File: config.mk
export PLATFORM = sky130hd
export DESIGN_NAME = integer_to_radix_ascii_core
export DESIGN_NICKNAME = d
export VERILOG_FILES = /design/src/hdl/itora_pkg.sv /design/src/hdl/itora_ram.sv /design/src/hdl/integer_to_radix_ascii_core.sv
export SDC_FILE = /design/constraint.sdc
export NUM_CORES = 1
export LEC_CHECK = 0
export BUFFER_PORTS_ARGS = -buffer_cell sky130_fd_sc_hd__buf_4
export CAP_MARGIN = 20
export CORE_MARGIN = 2
export CORE_UTILIZATION = 33
export DETAILED_ROUTE_END_ITERATION = 16
export PLACE_DENSITY = 0.59
export SYNTH_ARGS = -nofsm -noshare
export SYNTH_HDL_FRONTEND = slang
export SYNTH_SLANG_ARGS = --single-unit
File: constraint.sdc
create_clock -name clk_i -period 7.9 [get_ports clk_i]
set_input_delay 1.185 -clock clk_i [delete_from_list [all_inputs] [get_ports clk_i]]
set_output_delay 1.185 -clock clk_i [all_outputs]
set_load 0.02 [all_outputs]
File: src/hdl/itora_pkg.sv
// Package with the types, constants and helpers shared by the radix ASCII converter.
`default_nettype none

package itora_pkg;

  localparam int unsigned VALUE_BITS_DEF = 64;
  localparam int unsigned MAX_DIGITS_DEF = 64;

  localparam logic [5:0] RADIX_MIN    = 6'd2;
  localparam logic [5:0] RADIX_MAX    = 6'd36;
  localparam logic [5:0] SIGNED_RADIX = 6'd10;
  localparam logic [5:0] DEC_DIGITS   = 6'd10;

  localparam logic       FUNC_SIGNED   = 1'b0;
  localparam logic       FUNC_UNSIGNED = 1'b1;

  localparam logic [7:0] CHAR_ZERO  = 8'h30;
  localparam logic [7:0] CHAR_A     = 8'h61;
  localparam logic [7:0] CHAR_MINUS = 8'h2d;
  localparam logic [7:0] CHAR_NONE  = 8'h00;

  typedef struct packed {
    logic        func;
    logic [63:0] value;
    logic [5:0]  radix;
  } in_t;

  typedef struct packed {
    logic [7:0] char_code;
    logic       last;
    logic       error;
  } out_t;

  typedef enum logic [2:0] {
    ST_IDLE,
    ST_DIV,
    ST_DIGIT,
    ST_SIGN,
    ST_READ,
    ST_LOAD,
    ST_ERR
  } state_e;

  function automatic logic [7:0] digit_char(input logic [5:0] d);
    logic [7:0] c;
    if (d < DEC_DIGITS) begin
      c = CHAR_ZERO + {2'b00, d};
    end else begin
      c = CHAR_A + {2'b00, d} - {2'b00, DEC_DIGITS};
    end
    return c;
  endfunction

endpackage

`default_nettype wire

File: src/hdl/itora_ram.sv
// Generic single-write, single-read RAM with a registered read port.
`default_nettype none

module itora_ram #(
  parameter int unsigned WIDTH = 8,
  parameter int unsigned DEPTH = 64
) (
  input  wire logic                     clk_i,
  input  wire logic                     we_i,
  input  wire logic [$clog2(DEPTH)-1:0] waddr_i,
  input  wire logic [WIDTH-1:0]         wdata_i,
  input  wire logic                     re_i,
  input  wire logic [$clog2(DEPTH)-1:0] raddr_i,
  output logic      [WIDTH-1:0]         rdata_o
);

  logic [WIDTH-1:0] mem_q [DEPTH];

  always_ff @(posedge clk_i) begin
    if (we_i) begin
      mem_q[waddr_i] <= wdata_i;
    end
    if (re_i) begin
      rdata_o <= mem_q[raddr_i];
    end
  end

endmodule

`default_nettype wire

File: src/hdl/integer_to_radix_ascii_core.sv
// Top level of the integer to radix ASCII converter.
// The block takes one value at a time and turns it into ASCII digits, most
// significant first, with last set on the final character. Each digit comes
// from a shift-subtract divider that produces one quotient bit per cycle, and
// the digits are kept in a small RAM and then read back through its registered
// read port, one character at a time, with a minus sign going first. A bad radix
// puts its single error result in the output register from the error state
// once the output slot is free. The next value is taken as soon as the final
// character sits in the output register.
`default_nettype none

module integer_to_radix_ascii_core #(
  parameter int unsigned VALUE_BITS = itora_pkg::VALUE_BITS_DEF,
  parameter int unsigned MAX_DIGITS = itora_pkg::MAX_DIGITS_DEF
) (
  input  wire logic            clk_i,
  input  wire logic            rst_ni,
  input  wire logic            in_valid_i,
  output logic                 in_stall_o,
  input  wire itora_pkg::in_t  in_data_i,
  output logic                 out_valid_o,
  input  wire logic            out_stall_i,
  output itora_pkg::out_t      out_data_o
);

  import itora_pkg::*;

  localparam int unsigned BW = $clog2(VALUE_BITS);
  localparam int unsigned AW = $clog2(MAX_DIGITS);
  localparam int unsigned CW = $clog2(MAX_DIGITS + 1);

  state_e state_q, state_d;

  logic [VALUE_BITS-1:0] val_q, val_d;
  logic [5:0]            rem_q, rem_d;
  logic [5:0]            radix_q, radix_d;
  logic [BW-1:0]         bit_q, bit_d;
  logic [CW-1:0]         cnt_q, cnt_d;
  logic                  neg_q, neg_d;
  logic                  out_valid_q, out_valid_d;
  out_t                  out_q, out_d;

  logic                  in_fire;
  logic                  radix_ok;
  logic                  neg_in;
  logic [VALUE_BITS-1:0] val_in;
  logic                  slot_free;
  logic                  more_digits;
  logic [6:0]            shifted;
  logic [6:0]            diff;
  logic                  qbit;

  logic                  ram_we;
  logic                  ram_re;
  logic [AW-1:0]         ram_waddr;
  logic [AW-1:0]         ram_raddr;
  logic [5:0]            ram_rdata;
  logic                  load_sign;
  logic                  load_digit;
  logic                  load_err;

  assign in_fire   = in_valid_i && !in_stall_o;
  assign radix_ok  = (in_data_i.radix >= RADIX_MIN) && (in_data_i.radix <= RADIX_MAX);
  assign neg_in    = (in_data_i.func == FUNC_SIGNED) && (in_data_i.radix == SIGNED_RADIX)
                     && in_data_i.value[VALUE_BITS-1];
  assign val_in    = neg_in ? (~in_data_i.value[VALUE_BITS-1:0] + VALUE_BITS'(1))
                            : in_data_i.value[VALUE_BITS-1:0];
  assign slot_free = !out_valid_q || !out_stall_i;

  assign shifted     = {rem_q, val_q[VALUE_BITS-1]};
  assign diff        = shifted - {1'b0, radix_q};
  assign qbit        = shifted >= {1'b0, radix_q};
  assign more_digits = (val_q != '0) && (cnt_q < CW'(MAX_DIGITS - 1));

  assign ram_waddr = cnt_q[AW-1:0];
  assign ram_raddr = AW'(cnt_q - CW'(1));

  always_comb begin
    state_d = state_q;
    case (state_q)
      ST_IDLE: begin
        if (in_fire) begin
          state_d = radix_ok ? ST_DIV : ST_ERR;
        end
      end
      ST_DIV: begin
        if (bit_q == BW'(VALUE_BITS - 1)) begin
          state_d = ST_DIGIT;
        end
      end
      ST_DIGIT: begin
        if (more_digits) begin
          state_d = ST_DIV;
        end else if (neg_q) begin
          state_d = ST_SIGN;
        end else begin
          state_d = ST_READ;
        end
      end
      ST_SIGN: begin
        if (slot_free) begin
          state_d = ST_READ;
        end
      end
      ST_READ: begin
        state_d = ST_LOAD;
      end
      ST_LOAD: begin
        if (slot_free) begin
          state_d = (cnt_q == CW'(1)) ? ST_IDLE : ST_READ;
        end
      end
      ST_ERR: begin
        if (slot_free) begin
          state_d = ST_IDLE;
        end
      end
      default: begin
        state_d = ST_IDLE;
      end
    endcase
  end

  always_comb begin
    in_stall_o = 1'b1;
    ram_we     = 1'b0;
    ram_re     = 1'b0;
    load_sign  = 1'b0;
    load_digit = 1'b0;
    load_err   = 1'b0;
    case (state_q)
      ST_IDLE:  in_stall_o = 1'b0;
      ST_DIGIT: ram_we     = 1'b1;
      ST_SIGN:  load_sign  = slot_free;
      ST_READ:  ram_re     = 1'b1;
      ST_LOAD:  load_digit = slot_free;
      ST_ERR:   load_err   = slot_free;
      default:  in_stall_o = 1'b1;
    endcase
  end

  always_comb begin
    val_d   = val_q;
    rem_d   = rem_q;
    radix_d = radix_q;
    bit_d   = bit_q;
    cnt_d   = cnt_q;
    neg_d   = neg_q;
    if (in_fire) begin
      val_d   = val_in;
      rem_d   = '0;
      radix_d = in_data_i.radix;
      bit_d   = '0;
      cnt_d   = '0;
      neg_d   = neg_in;
    end
    if (state_q == ST_DIV) begin
      val_d = {val_q[VALUE_BITS-2:0], qbit};
      rem_d = qbit ? diff[5:0] : shifted[5:0];
      bit_d = bit_q + BW'(1);
    end
    if (state_q == ST_DIGIT) begin
      cnt_d = cnt_q + CW'(1);
      rem_d = '0;
      bit_d = '0;
    end
    if (load_digit) begin
      cnt_d = cnt_q - CW'(1);
    end
  end

  always_comb begin
    out_valid_d = out_valid_q;
    out_d       = out_q;
    if (!out_stall_i) begin
      out_valid_d = 1'b0;
    end
    if (load_sign) begin
      out_valid_d = 1'b1;
      out_d       = '{char_code: CHAR_MINUS, last: 1'b0, error: 1'b0};
    end else if (load_digit) begin
      out_valid_d = 1'b1;
      out_d       = '{char_code: digit_char(ram_rdata), last: (cnt_q == CW'(1)),
                      error: 1'b0};
    end else if (load_err) begin
      out_valid_d = 1'b1;
      out_d       = '{char_code: CHAR_NONE, last: 1'b1, error: 1'b1};
    end
  end

  always_ff @(posedge clk_i or negedge rst_ni) begin
    if (!rst_ni) begin
      state_q     <= ST_IDLE;
      out_valid_q <= 1'b0;
      bit_q       <= '0;
      cnt_q       <= '0;
      neg_q       <= 1'b0;
    end else begin
      state_q     <= state_d;
      out_valid_q <= out_valid_d;
      bit_q       <= bit_d;
      cnt_q       <= cnt_d;
      neg_q       <= neg_d;
    end
  end

  always_ff @(posedge clk_i) begin
    val_q   <= val_d;
    rem_q   <= rem_d;
    radix_q <= radix_d;
    out_q   <= out_d;
  end

  itora_ram #(
    .WIDTH (6),
    .DEPTH (MAX_DIGITS)
  ) u_digit_ram (
    .clk_i   (clk_i),
    .we_i    (ram_we),
    .waddr_i (ram_waddr),
    .wdata_i (rem_q),
    .re_i    (ram_re),
    .raddr_i (ram_raddr),
    .rdata_o (ram_rdata)
  );

  assign out_valid_o = out_valid_q;
  assign out_data_o  = out_q;

`ifndef SYNTHESIS
  a_busy_after_transfer: assert property (@(posedge clk_i) disable iff (!rst_ni)
    in_fire |=> in_stall_o)
    else $error("Input taken again right after a transfer.");

  a_write_only_busy: assert property (@(posedge clk_i) disable iff (!rst_ni)
    ram_we |-> (in_stall_o && (cnt_q < CW'(MAX_DIGITS))))
    else $error("Digit RAM written while idle or beyond its depth.");

  a_error_shape: assert property (@(posedge clk_i) disable iff (!rst_ni)
    (out_valid_o && out_data_o.error) |-> (out_data_o.last && (out_data_o.char_code == CHAR_NONE)))
    else $error("Error result without last or with a character.");

  a_digit_remainder: assert property (@(posedge clk_i) disable iff (!rst_ni)
    (state_q == ST_DIGIT) |-> (rem_q < radix_q))
    else $error("Digit remainder not below the radix.");
`endif

endmodule

`default_nettype wire

==> results_dict.tcl <==
set metrics [dict create \
    antenna_found_initial 1 \
    skew_ns 0.0550 \
    synth-seq-cells 494 \
    synth_area_leader_cell "edfxtp_1" \
    hp-class "primary input to async pin" \
    grt_pass1_wl_mm 76.3 \
    grt_overflow 0 \
    intPower_uw 6080 \
    wl_per_cell_um 20.9 \
    numCtsBuffers 52 \
    syn_nets 1482 \
    start_kind "flop" \
    critPathMostFrequentCell "mux4_2" \
    cts_tree "done" \
    cp_slowest_cell "ha_4" \
    grt_pass1_vias 12500 \
    required_ns 8.22 \
    synth_most_common_cell "edfxtp_1" \
    cts.sinks 494 \
    crit_type "flop to flop" \
    wl_mm 49.9 \
    die_h_um 260 \
    setup_viol 0 \
    synthTopCellsByCount "edfxtp_1 (460), nor2_1 (129), mux4_2 (120)" \
    firstDrtPassIters 5 \
    synth.area.top_cells "edfxtp_1 (64%), mux4_2 (12%), xor2_1 (2.3%)" \
    period_share_pct 52.5 \
    whs_ns 0.461 \
    path_delay_family "multiplexers" \
    ys_types 65 \
    synth_area_um2 21700 \
    final_nets 1566 \
    cts_hold_buf 0 \
    yosys_warnings 0 \
    worstMarginPinSlew_ns 1.01 \
    area_growth_pct 15.4 \
    p_leak_uw 0.00796 \
    r2r_cells 7 \
    gp_congestion 0.846 \
    detail-route-antenna-nets 0 \
    start_util_pct 33.2 \
    critPathCaptureType "flop" \
    crit_fanout 55 \
    arrival_ns 4.47 \
    fill_cells 6071 \
    critical_path_buf_inv_count 2 \
    pwr-share-comb_pct 33.3 \
    htree_levels 2 \
    clock_tree.root_cell "clkbuf_16" \
    p_sw_share_pct 33.0 \
    dp_hpwl_mm 32.8 \
    grt_util_all_layers_pct 14.7 \
    cts_resized 0 \
    rsz0062_at_grt "no" \
    ys_seq_area_share_pct 67.2 \
    placement.io_buffers 86 \
    drc 0 \
    core_area_um2 65400 \
    grt_max_degree 94 \
    slowest_delay_ns 0.84 \
    io_pins 87 \
    status "finished, final reports clean" \
    avgViaCountPerCell 5.25 \
    drive_above_1_share_pct 21.6 \
    worstSkewPairLatency_ns 0.62 \
    p_switching_uw 3000 \
    maxCapViolations 0 \
    clkSlewWorstSetupHoldPaths_ns 0.06 \
    min_period_ns 4.15 \
    synth_edf_count 460 \
    syn-instance-count 1390 \
    drt_iter0_drc 1154 \
    cts_buffer_depth 3 \
    power_frac_seq_pct 40.4 \
    syn_area_per_cell_um2 15.6 \
    synth_top_cell_area_share_pct 63.6 \
    max_freq_ghz 0.241 \
    hold_viol 0 \
    die_area_um2 67800 \
    path_cells "inv_1 > ha_4 > buf_4 > mux4_2 > mux4_2 > a22oi_1 > nand2_1" \
    setup_tns_ns 0 \
    rows 94 \
    maxSlewHeadroom_pct 32.4 \
    synth_ff_type "edfxtp_1" \
    worst-path-stages 7 \
    vias 12500 \
    power_frac_clock_pct 26.3 \
    maxSlewViolCount 0 \
    ir_drop_uv 226 \
    post_cts_buffers 0 \
    powerDensity_nw_per_um2 363 \
    async_reset_ff_share_pct 3.64 \
    die_x_um 260 \
]
layout by cell type (no fill, tap or decap), drive strengths merged, types with 25 or more instances in the layout:
cell type	count
a21oi	38
buf	102
clkbuf	70
edfxtp	460
inv	25
mux4	120
nand2	99
nor2	129
o21ai	92
xor2	56
power by group through the flow:
| stage | Combinational (uW) | Clock, uW | Sequential (uW) |
|---|---|---|---|
| finish | 3020 | 2390 | 3670 |
| global placement | 2950 | 0 | 3740 |
| global route | 3290 | 2540 | 3710 |
| CTS | 3030 | 2440 | 3690 |
| floorplan | 2120 | 0 | 3650 |
| detailed placement | 3030 | 0 | 3740 |
cells by family (layout without fill, tap and decap cells):
group | Yosys count | after routing | share of synthesized area [%]
mux | 121 | 121 | 12.5
other cells | 0 | 2 | 0
fa+ha+maj | 17 | 17 | 1.01
compound gates | 229 | 229 | 6.66
xor+xnor | 78 | 78 | 3.15
buf+inv | 94 | 219 | 1.64
simple gates | 357 | 357 | 7.85
flops | 494 | 494 | 67.2
layout make-up:
type / instances / area [um2] / share of cell area [%]
diodes: 2 / 5.00 / 0.0200
clock inverters: 25 / 272 / 1.08
flip-flops and latches: 494 / 14600 / 58.3
clock buffers: 70 / 1410 / 5.63
well taps: 864 / 1080 / 4.32
repair buffers: 102 / 788 / 3.15
inverters: 22 / 82.6 / 0.330
multi-input cells: 802 / 6810 / 27.2
per-layer routing:
layer / GRT usage [%] / vias up / wire, um / part of all wire (%)
li1: - / 5678 / - / -
met1: 20.0 / 6397 / 21600 / 43
met2: 24.3 / 346 / 24600 / 49
met3: 2.45 / 78 / 2490 / 5.0
met4: 4.33 / 0 / 1200 / 2.4
met5: 0 / - / 0 / 0
worst paths after layout:
check	from	end	slack, ns
min in group clk_i	out_data_o[8]	out_data_o[8]	0.50
setup / recovery	cnt_q[0]	u_digit_ram.rdata_o[5]	3.75
setup reg to reg	cnt_q[0]	u_digit_ram.rdata_o[5]	3.75
max in group asynchronous	rst_ni	cnt_q[0]	7.16
hold / removal	rst_ni	out_valid_o	0.46
hold reg to reg	out_data_o[8]	out_data_o[8]	0.50
worst register-to-register path, cell delays in order, from the launching register on:
cell and delay (ns):
dfrtp_4 0.65, inv_1 0.18, ha_4 0.84, buf_4 0.72, mux4_2 0.47, mux4_2 0.51, a22oi_1 0.43, nand2_1 0.12
stage by stage:
| stage | setup WS, ns | utilization (%) | total power (uW) | instances | instance area (um2) |
|---|---|---|---|---|---|
| after global placement | 3.64 | 35.6 | 6690 | 2281 | 23300 |
| after CTS | 3.70 | 38.2 | 9160 | 2377 | 25000 |
| after floorplan | 4.24 | - | 5770 | 1390 | 21700 |
| after global routing | 3.55 | 38.3 | 9540 | 2380 | 25000 |
| after detailed placement | 3.65 | 35.7 | 6760 | 2282 | 23300 |
| final | 3.75 | 38.3 | 9080 | 2381 | 25000 |
sequential cells by signal, indices dropped and copies added, names as in the netlist:
name                 cells
neg_q                    1
u_digit_ram.rdata_o      6
radix_q                  6
val_q                   64
u_digit_ram.mem_q      384
bit_q                    6
rem_q                    6
state_q                  3
cnt_q                    7
out_data_o              10
out_valid_o              1
Note: power is estimated with default switching activity, not from simulation.
